## src/sv/lbfp_pkg.sv

```systemverilog
// Package for the LSB-first bit field packer.
// Payload word types, command and error codes, store request struct, FSM states.
// No dependencies.
`default_nettype none
package lbfp_pkg;

  localparam int BUF_BYTES = 256;
  localparam int ADDR_W    = $clog2(BUF_BYTES);

  localparam logic [2:0] CMD_PACK   = 3'd0;
  localparam logic [2:0] CMD_UNPACK = 3'd1;
  localparam logic [2:0] CMD_LOAD   = 3'd2;
  localparam logic [2:0] CMD_READ   = 3'd3;
  localparam logic [2:0] CMD_RESET  = 3'd4;

  localparam logic [1:0] ERR_OK      = 2'd0;
  localparam logic [1:0] ERR_MODE    = 2'd1;
  localparam logic [1:0] ERR_PENDING = 2'd2;
  localparam logic [1:0] ERR_OVERRUN = 2'd3;

  localparam logic       MODE_PACK   = 1'b0;
  localparam logic       MODE_UNPACK = 1'b1;

  localparam logic       CFG_MODE    = 1'b0;
  localparam logic       CFG_SIZE    = 1'b1;

  localparam logic [8:0] BUF_LIMIT   = 9'(BUF_BYTES);

  typedef struct packed {
    logic [2:0]  command;
    logic [31:0] field_value;
    logic [5:0]  field_width;
    logic [7:0]  byte_address;
    logic [7:0]  byte_data;
  } in_word_t;

  typedef struct packed {
    logic [31:0] result_value;
    logic [8:0]  bytes_used;
    logic [2:0]  bits_pending;
    logic [1:0]  error_code;
  } out_word_t;

  typedef struct packed {
    logic              wr_en;
    logic [ADDR_W-1:0] wr_addr;
    logic [7:0]        wr_data;
    logic [ADDR_W-1:0] rd_addr;
  } store_req_t;

  typedef enum logic {
    ST_IDLE,
    ST_RUN
  } state_t;

  function automatic logic [31:0] low_mask32(input logic [5:0] n);
    logic [31:0] m;
    if (n >= 6'd32) begin
      m = '1;
    end else begin
      m = (32'd1 << n) - 32'd1;
    end
    return m;
  endfunction

endpackage
`default_nettype wire

```

## src/sv/lbfp_store.sv

```systemverilog
// Byte store of the packer: one write port, one read port, registered read data.
// Depends on lbfp_pkg.
`default_nettype none
module lbfp_store
  import lbfp_pkg::*;
(
  input  wire logic       clk,
  input  wire store_req_t req,
  output logic [7:0]      rd_data
);

  logic [7:0] mem [BUF_BYTES];

  always_ff @(posedge clk) begin
    if (req.wr_en) begin
      mem[req.wr_addr] <= req.wr_data;
    end
  end

  always_ff @(posedge clk) begin
    rd_data <= mem[req.rd_addr];
  end

endmodule
`default_nettype wire

```

## src/sv/lbfp_seq.sv

```systemverilog
// Command sequencer: cursors, partial byte, one byte segment of a field per cycle.
// Depends on lbfp_pkg; drives the lbfp_store request.
`default_nettype none
module lbfp_seq
  import lbfp_pkg::*;
(
  input  wire logic       clk,
  input  wire logic       rst_n,
  input  wire logic       start,
  input  wire in_word_t   in_word,
  input  wire logic       mode,
  input  wire logic [8:0] size,
  input  wire logic [7:0] rd_data,
  output store_req_t      req,
  output logic            busy,
  output logic            out_valid,
  output out_word_t       out_word
);

  state_t      state_r, state_nxt;
  logic [2:0]  cmd_r, cmd_nxt;
  logic [31:0] val_r, val_nxt;
  logic [5:0]  left_r, left_nxt;
  logic [5:0]  pos_r, pos_nxt;
  logic [31:0] acc_r, acc_nxt;
  logic [1:0]  err_r, err_nxt;
  logic [7:0]  addr_r, addr_nxt;
  logic [7:0]  data_r, data_nxt;
  logic [2:0]  bitc_r, bitc_nxt;
  logic [7:0]  partial_r, partial_nxt;
  logic [8:0]  bcur_r, bcur_nxt;
  logic        out_valid_r, out_valid_nxt;
  out_word_t   out_word_r, out_word_nxt;

  logic [3:0]  room;
  logic [3:0]  take;
  logic [3:0]  bsum;
  logic [7:0]  mask8;
  logic [7:0]  byte_in;
  logic [7:0]  chunk8;
  logic [5:0]  wclamp;
  logic        in_range;
  logic        finish;

  assign room   = 4'd8 - {1'b0, bitc_r};
  assign take   = (left_r < {2'b00, room}) ? left_r[3:0] : room;
  assign bsum   = {1'b0, bitc_r} + take;
  assign mask8  = 8'((9'd1 << take) - 9'd1);
  assign wclamp = (in_word.field_width > 6'd32) ? 6'd32 : in_word.field_width;
  assign in_range = bcur_r < size;
  assign byte_in  = in_range ? rd_data : 8'd0;
  assign chunk8   = (byte_in >> bitc_r) & mask8;

  always_comb begin
    state_nxt     = state_r;
    cmd_nxt       = cmd_r;
    val_nxt       = val_r;
    left_nxt      = left_r;
    pos_nxt       = pos_r;
    acc_nxt       = acc_r;
    err_nxt       = err_r;
    addr_nxt      = addr_r;
    data_nxt      = data_r;
    bitc_nxt      = bitc_r;
    partial_nxt   = partial_r;
    bcur_nxt      = bcur_r;
    out_valid_nxt = 1'b0;
    out_word_nxt  = out_word_r;
    finish        = 1'b0;
    req.wr_en     = 1'b0;
    req.wr_addr   = bcur_r[ADDR_W-1:0];
    req.wr_data   = partial_r;
    req.rd_addr   = bcur_r[ADDR_W-1:0];

    case (state_r)
      ST_IDLE: begin
        if (in_word.command == CMD_READ) begin
          req.rd_addr = in_word.byte_address;
        end
        if (start) begin
          state_nxt = ST_RUN;
          cmd_nxt   = in_word.command;
          val_nxt   = in_word.field_value & low_mask32(wclamp);
          left_nxt  = wclamp;
          pos_nxt   = 6'd0;
          acc_nxt   = 32'd0;
          err_nxt   = ERR_OK;
          addr_nxt  = in_word.byte_address;
          data_nxt  = in_word.byte_data;
        end
      end
      ST_RUN: begin
        case (cmd_r)
          CMD_PACK: begin
            if (mode != MODE_PACK) begin
              err_nxt = ERR_MODE;
              finish  = 1'b1;
            end else if (left_r == 6'd0) begin
              finish = 1'b1;
            end else begin
              partial_nxt = partial_r | 8'((val_r[7:0] & mask8) << bitc_r);
              val_nxt     = val_r >> take;
              left_nxt    = left_r - {2'b00, take};
              bitc_nxt    = bsum[2:0];
              if (bsum == 4'd8) begin
                req.wr_data = partial_nxt;
                if (in_range) begin
                  req.wr_en = 1'b1;
                end else begin
                  err_nxt = ERR_OVERRUN;
                end
                if (bcur_r < BUF_LIMIT + 9'd1) begin
                  bcur_nxt = bcur_r + 9'd1;
                end
                partial_nxt = 8'd0;
                bitc_nxt    = 3'd0;
              end
              finish = (left_nxt == 6'd0);
            end
          end
          CMD_UNPACK: begin
            if (mode != MODE_UNPACK) begin
              err_nxt = ERR_MODE;
              finish  = 1'b1;
            end else if (left_r == 6'd0) begin
              finish = 1'b1;
            end else begin
              if (!in_range) begin
                err_nxt = ERR_OVERRUN;
              end
              acc_nxt  = acc_r | (32'(chunk8) << pos_r[4:0]);
              pos_nxt  = pos_r + {2'b00, take};
              left_nxt = left_r - {2'b00, take};
              bitc_nxt = bsum[2:0];
              if (bsum == 4'd8) begin
                bitc_nxt = 3'd0;
                if (bcur_r < BUF_LIMIT + 9'd1) begin
                  bcur_nxt = bcur_r + 9'd1;
                end
              end
              req.rd_addr = bcur_nxt[ADDR_W-1:0];
              finish = (left_nxt == 6'd0);
            end
          end
          CMD_LOAD: begin
            req.wr_addr = addr_r;
            req.wr_data = data_r;
            if ({1'b0, addr_r} < size) begin
              req.wr_en = 1'b1;
            end else begin
              err_nxt = ERR_OVERRUN;
            end
            finish = 1'b1;
          end
          CMD_READ: begin
            if ({1'b0, addr_r} < size) begin
              acc_nxt = {24'd0, rd_data};
            end else begin
              err_nxt = ERR_OVERRUN;
            end
            finish = 1'b1;
          end
          CMD_RESET: begin
            if (bitc_r != 3'd0 || partial_r != 8'd0) begin
              err_nxt = ERR_PENDING;
            end else if (bcur_r > size) begin
              err_nxt = ERR_OVERRUN;
            end
            bitc_nxt    = 3'd0;
            partial_nxt = 8'd0;
            bcur_nxt    = 9'd0;
            finish      = 1'b1;
          end
          default: begin
            finish = 1'b1;
          end
        endcase
        if (finish) begin
          state_nxt                 = ST_IDLE;
          out_valid_nxt             = 1'b1;
          out_word_nxt.result_value = acc_nxt;
          out_word_nxt.bytes_used   = bcur_nxt;
          out_word_nxt.bits_pending = bitc_nxt;
          out_word_nxt.error_code   = err_nxt;
        end
      end
      default: begin
        state_nxt = ST_IDLE;
      end
    endcase
  end

  always_ff @(posedge clk) begin
    if (!rst_n) begin
      state_r     <= ST_IDLE;
      bitc_r      <= 3'd0;
      partial_r   <= 8'd0;
      bcur_r      <= 9'd0;
      out_valid_r <= 1'b0;
    end else begin
      state_r     <= state_nxt;
      bitc_r      <= bitc_nxt;
      partial_r   <= partial_nxt;
      bcur_r      <= bcur_nxt;
      out_valid_r <= out_valid_nxt;
    end
  end

  always_ff @(posedge clk) begin
    cmd_r      <= cmd_nxt;
    val_r      <= val_nxt;
    left_r     <= left_nxt;
    pos_r      <= pos_nxt;
    acc_r      <= acc_nxt;
    err_r      <= err_nxt;
    addr_r     <= addr_nxt;
    data_r     <= data_nxt;
    out_word_r <= out_word_nxt;
  end

  assign busy      = (state_r != ST_IDLE);
  assign out_valid = out_valid_r;
  assign out_word  = out_word_r;

  a_strobe_after_run: assert property (@(posedge clk) disable iff (!rst_n)
    out_valid_r |-> $past(state_r) == ST_RUN && state_r == ST_IDLE)
    else $error("result strobe without a finished command");

  a_cursor_sat: assert property (@(posedge clk) disable iff (!rst_n)
    bcur_r <= BUF_LIMIT + 9'd1)
    else $error("byte cursor beyond saturation");

  a_write_in_run: assert property (@(posedge clk) disable iff (!rst_n)
    req.wr_en |-> state_r == ST_RUN && (cmd_r == CMD_PACK || cmd_r == CMD_LOAD))
    else $error("store write outside pack or load");

  a_write_in_size: assert property (@(posedge clk) disable iff (!rst_n)
    req.wr_en |-> {1'b0, req.wr_addr} < size)
    else $error("store write past buffer size");

  a_pending_reset: assert property (@(posedge clk) disable iff (!rst_n)
    (state_r == ST_RUN && cmd_r == CMD_RESET) |=> bitc_r == 3'd0 && bcur_r == 9'd0)
    else $error("cursor not cleared by reset command");

endmodule
`default_nettype wire

```

## src/sv/lsb_first_bit_field_packer.sv

```systemverilog
// Top level of the LSB-first bit field packer: configuration registers, store, sequencer.
// Depends on lbfp_pkg, lbfp_store and lbfp_seq.
//
//   channel  ports                           handshake
//   input    start, busy, in_word            taken when start & !busy
//   result   out_strobe, out_word            one cycle, cannot be held off
//   config   cfg_we, cfg_index, cfg_data     written when cfg_we
//
// A command is accepted, then runs: pack and unpack handle one byte segment of the
// field per cycle (1 to 5 segments); every other command, and a zero width field,
// finishes without a segment step. Unpack reads the store one segment ahead
// through its registered read port. Synchronous reset clears the cursors and
// configuration; the store is not cleared. No result stall.
`default_nettype none
module lsb_first_bit_field_packer
  import lbfp_pkg::*;
(
  input  wire logic       clk,
  input  wire logic       rst_n,
  input  wire logic       start,
  output logic            busy,
  input  wire in_word_t   in_word,
  output logic            out_strobe,
  output out_word_t       out_word,
  input  wire logic       cfg_we,
  input  wire logic       cfg_index,
  input  wire logic [8:0] cfg_data
);

  logic       mode_r;
  logic [8:0] bsize_r;
  logic [8:0] size;
  store_req_t req;
  logic [7:0] rd_data;

  always_ff @(posedge clk) begin
    if (!rst_n) begin
      mode_r  <= MODE_PACK;
      bsize_r <= BUF_LIMIT;
    end else if (cfg_we) begin
      case (cfg_index)
        CFG_MODE: mode_r  <= cfg_data[0];
        CFG_SIZE: bsize_r <= cfg_data;
        default: begin
        end
      endcase
    end
  end

  assign size = (bsize_r > BUF_LIMIT) ? BUF_LIMIT : bsize_r;

  lbfp_store u_store (
    .clk     (clk),
    .req     (req),
    .rd_data (rd_data)
  );

  lbfp_seq u_seq (
    .clk       (clk),
    .rst_n     (rst_n),
    .start     (start),
    .in_word   (in_word),
    .mode      (mode_r),
    .size      (size),
    .rd_data   (rd_data),
    .req       (req),
    .busy      (busy),
    .out_valid (out_strobe),
    .out_word  (out_word)
  );

endmodule
`default_nettype wire
```

## config.mk

```make
export PLATFORM = sky130hd
export DESIGN_NAME = lsb_first_bit_field_packer
export DESIGN_NICKNAME = d
export VERILOG_FILES = /design/src/sv/lbfp_pkg.sv /design/src/sv/lbfp_store.sv /design/src/sv/lbfp_seq.sv /design/src/sv/lsb_first_bit_field_packer.sv
export SDC_FILE = /design/constraint.sdc
export NUM_CORES = 2
export LEC_CHECK = 0
export CAP_MARGIN = 20
export CORE_ASPECT_RATIO = 1.75
export CORE_UTILIZATION = 40
export CTS_CLUSTER_DIAMETER = 200
export DETAILED_ROUTE_END_ITERATION = 7
export DONT_BUFFER_PORTS = 1
export PLACE_DENSITY = 0.62
export SLEW_MARGIN = 30
export SYNTH_ARGS = -nofsm -noshare
export SYNTH_HDL_FRONTEND = slang
export SYNTH_SLANG_ARGS = --single-unit
```

## constraint.sdc

```tcl
create_clock -name clk -period 21.1 [get_ports clk]
set_clock_uncertainty 0.1 [all_clocks]
set_input_delay 1.055 -clock clk [delete_from_list [all_inputs] [get_ports clk]]
set_output_delay 1.055 -clock clk [all_outputs]
set_load 0.01 [all_outputs]
```

==> out/results.tsv <==
metric	value	unit
cp-startpoint	u_seq.bitc_r[0]	
via_count	63960	
clk_pin_slew	0.07	ns
min_period_over_period	55.25	%
portBuffers	0	
yosysSeqAreaShare	70.78	%
synth_top_area_cell	edfxtp_1	
finalSetupViolations	0	
r2r_setup_slack	9.44	ns
dr.first_iter.drc_count	7231	
clkLatencyLatePin	0.86	ns
path_buf_inv	6	
worstPathArrival	12.33	ns
die_area	0.2371	mm²
coreArea	0.2340	mm²
p_per_area	100.5	mW/mm²
yosysWarnings	0	
worstSetupEndpoint	u_store.rd_data[2]	
synth_area_leaders	edfxtp_1 70%, nand2_1 8.5%, nand3_1 4.3%, mux2i_1 2.2%, nor2_1 1.5%	
grt_pass1_wl	433.1	mm
cts_sinks	2230	
crit_path_max_incr_delay	0.97	ns
globalplace.congestion	0.9655	
critPathTopFamily	simple AND/OR/NAND/NOR gates	
path_depth	26	
status	finished clean	
yosysUniqueCellTypes	100	
synth_top_cell_area_share	69.93	%
hpwl	194.2	mm
fin_tns_setup	0	ns
synth_cells	7709	
r2r-end	u_store.rd_data[2]	
whs	0.2143	ns
finalCriticalPeriod	11.66	ns
grt_start_max_net_pins	198	
fillers	21180	
drc_errors	0	
path_common_cell	buf_4	
seq_area	0.06657	mm²
synth_common_cells	2190 x edfxtp_1, 2127 x nand2_1, 802 x nand3_1	
grt_usage	24.97	%
maxCapViolCount	0	
rsz0062_at_grt	no	
ys_async_sr_fraction	0	%
grt_antenna_before_repair	8	
synth_edf_count	2190	
synth.most_common_cell	edfxtp_1	
clock.fmax	85.78	MHz
holdCritPathClass	primary input to flip-flop	
nNetsFinal	7672	
boundaryPins	119	
cts.repair.resized	0	
report.final.slew_viol_count	0	
multiInputGateArea	0.02563	mm²
grt_overflow_total	0	
ys_ff_latch	2230	
die_y	643.4	µm
criticalPathCategory	flip-flop to flip-flop	
first_global_vias	62260	
die_w	368.5	µm
slowest_stage	dfxtp_1	
via_per_inst	5.916	
cp.required	21.77	ns
cts_buffer_depth	4	
cts_tree	yes	
finalPower	10.42	mW
wl	304.6	mm
rows	235	
synth_nets	7815	
clock-root-buffer	clkbuf_16	
syn_avg_cell_area	12.20	µm²
ir_worst_vdd	62.79	µV
start_kind	flip-flop	
synth_ff_type	edfxtp_1	
r2r_cells	26	
worstMarginPinSlew	1.190	ns
synth_area	0.09405	mm²
wl_per_cell	28.18	µm
leakagePower	35.89	nW
drive_gt1_share	6.951	%
start_util	40.18	%
r2r_start	u_seq.bitc_r[0]	
htree_levels	4	
synthToLayoutAreaGrowth	10.25	%
cts_buffers	192	
firstDrtPassIters	8	
fin_util	44.30	%
ant_nets	0	
postCtsSetupBuffers	0	
hold_viol	0	
path_max_fanout	75	
cts_hold_buf	0	
slew_headroom	20.11	%
endpoint_kind	flip-flop	
==> placed cells by master, fill, tap and decap left out, types with 25 or more instances in the layout <==
cell       instances
o22ai_1           47
and3_1           129
and2_1            41
mux2i_1          204
nor2_1           355
nand4_1           40
a311oi_1          54
nand3_1          800
nor3_1            38
edfxtp_1        2190
dfxtp_1           39
ha_1              33
clkbuf_1          41
a21oi_1          201
clkbuf_16        196
a31oi_1          160
clkinv_1          43
a211oi_1          29
o21ai_0          157
nand2_1         2123
buf_4            149
nor4_1            29
o21ai_1           28
clkinv_2          27
nand2b_1          25
a32oi_1           44
==> layer usage <==
metal | GRT usage (%) | wire [µm] | share of wire, %
met5 | 0 | 22 | 0.0072
met4 | 21.32 | 29670 | 9.7
met3 | 3.546 | 21710 | 7.1
met2 | 43.92 | 154300 | 51
met1 | 26.08 | 98920 | 32
==> power by group <==
part / switching [mW] / leakage, nW / internal [mW] / total, mW
Sequential: 0.0742 / 21.6 / 4.91 / 4.99
Clock: 1.61 / 2.91 / 1.89 / 3.51
Combinational: 1.42 / 11.4 / 0.509 / 1.93
Total: 3.10 / 35.9 / 7.32 / 10.4
==> how the worst min path moves through the flow <==
stage,start,to,slack [ns],depth (start not counted)
floorplan,bsize_r[1],bsize_r[1],0.34,2
global placement,bsize_r[1],bsize_r[1],0.36,2
detailed placement,bsize_r[1],bsize_r[1],0.36,2
CTS,in_word[7],u_seq.data_r[7],0.18,0
global route,in_word[6],u_seq.data_r[6],0.19,0
finish,in_word[6],u_seq.data_r[6],0.21,0
==> sequential cells by signal, indices dropped and copies added (netlist names), 2 cells and up <==
| signal | cells |
|---|---|
| u_seq.acc_r | 32 |
| u_seq.partial_r | 8 |
| u_seq.val_r | 32 |
| u_seq.cmd_r | 3 |
| u_seq.err_r | 2 |
| u_seq.out_word | 46 |
| bsize_r | 9 |
| u_seq.addr_r | 8 |
| u_seq.pos_r | 5 |
| u_store.rd_data | 8 |
| u_seq.data_r | 8 |
| u_seq.left_r | 6 |
| u_store.mem | 2048 |
| u_seq.bcur_r | 9 |
| u_seq.bitc_r | 3 |
==> kinds of logic (layout without fill, tap and decap cells) <==
kind of cell    count (synthesis)  in the layout  synth area share [%]
fa+ha+maj                      35             35                0.4816
flops                        2230           2230                 70.78
other cells                     0             18                     0
simple gates                 3710           3710                 17.01
xor+xnor                       17             17                0.1663
buf+inv                       533            535                 2.412
compound gates                969            969                 6.844
mux                           215            215                 2.312
==> worst register-to-register path, stage by stage, from the launching register on <==
cell,delay [ns]
dfxtp_1,0.97
inv_1,0.46
ha_1,0.35
ha_1,0.40
xnor2_2,0.30
nand2_1,0.13
o211ai_2,0.53
mux2i_4,0.32
buf_4,0.49
inv_2,0.24
ha_1,0.28
fa_1,0.53
nor3_2,0.51
nand3_1,0.23
nor4_1,0.38
a31oi_1,0.18
nand2_4,0.68
buf_4,0.82
buf_4,0.94
buf_4,0.73
nand2_1,0.19
nand3_1,0.13
a211oi_1,0.11
or4_1,0.50
nor4_4,0.62
nand4_1,0.32
o311ai_1,0.17
==> per-stage QoR <==
step           cell area [µm²]  cells  worst slack [ns]
2_1_floorplan            94050   7709             3.420
3_3_place_gp             97360  10450             8.815
3_5_place_dp             97520  10450             9.663
4_1_cts                 103500  10790             9.664
5_1_grt                 103700  10810             9.045
6_report                103700  10810             9.442
==> final cells by class <==
type                    count  share of cell area [%]
flip-flops and latches   2230                   64.20
well taps                3081                   3.718
multi-input cells        4946                   24.72
clock buffers             238                   4.892
repair buffers            167                   1.430
diodes                     18                 0.04344
inverters                  29                  0.1050
clock inverters           101                  0.8894
Note: power is estimated with default switching activity, not from simulation.
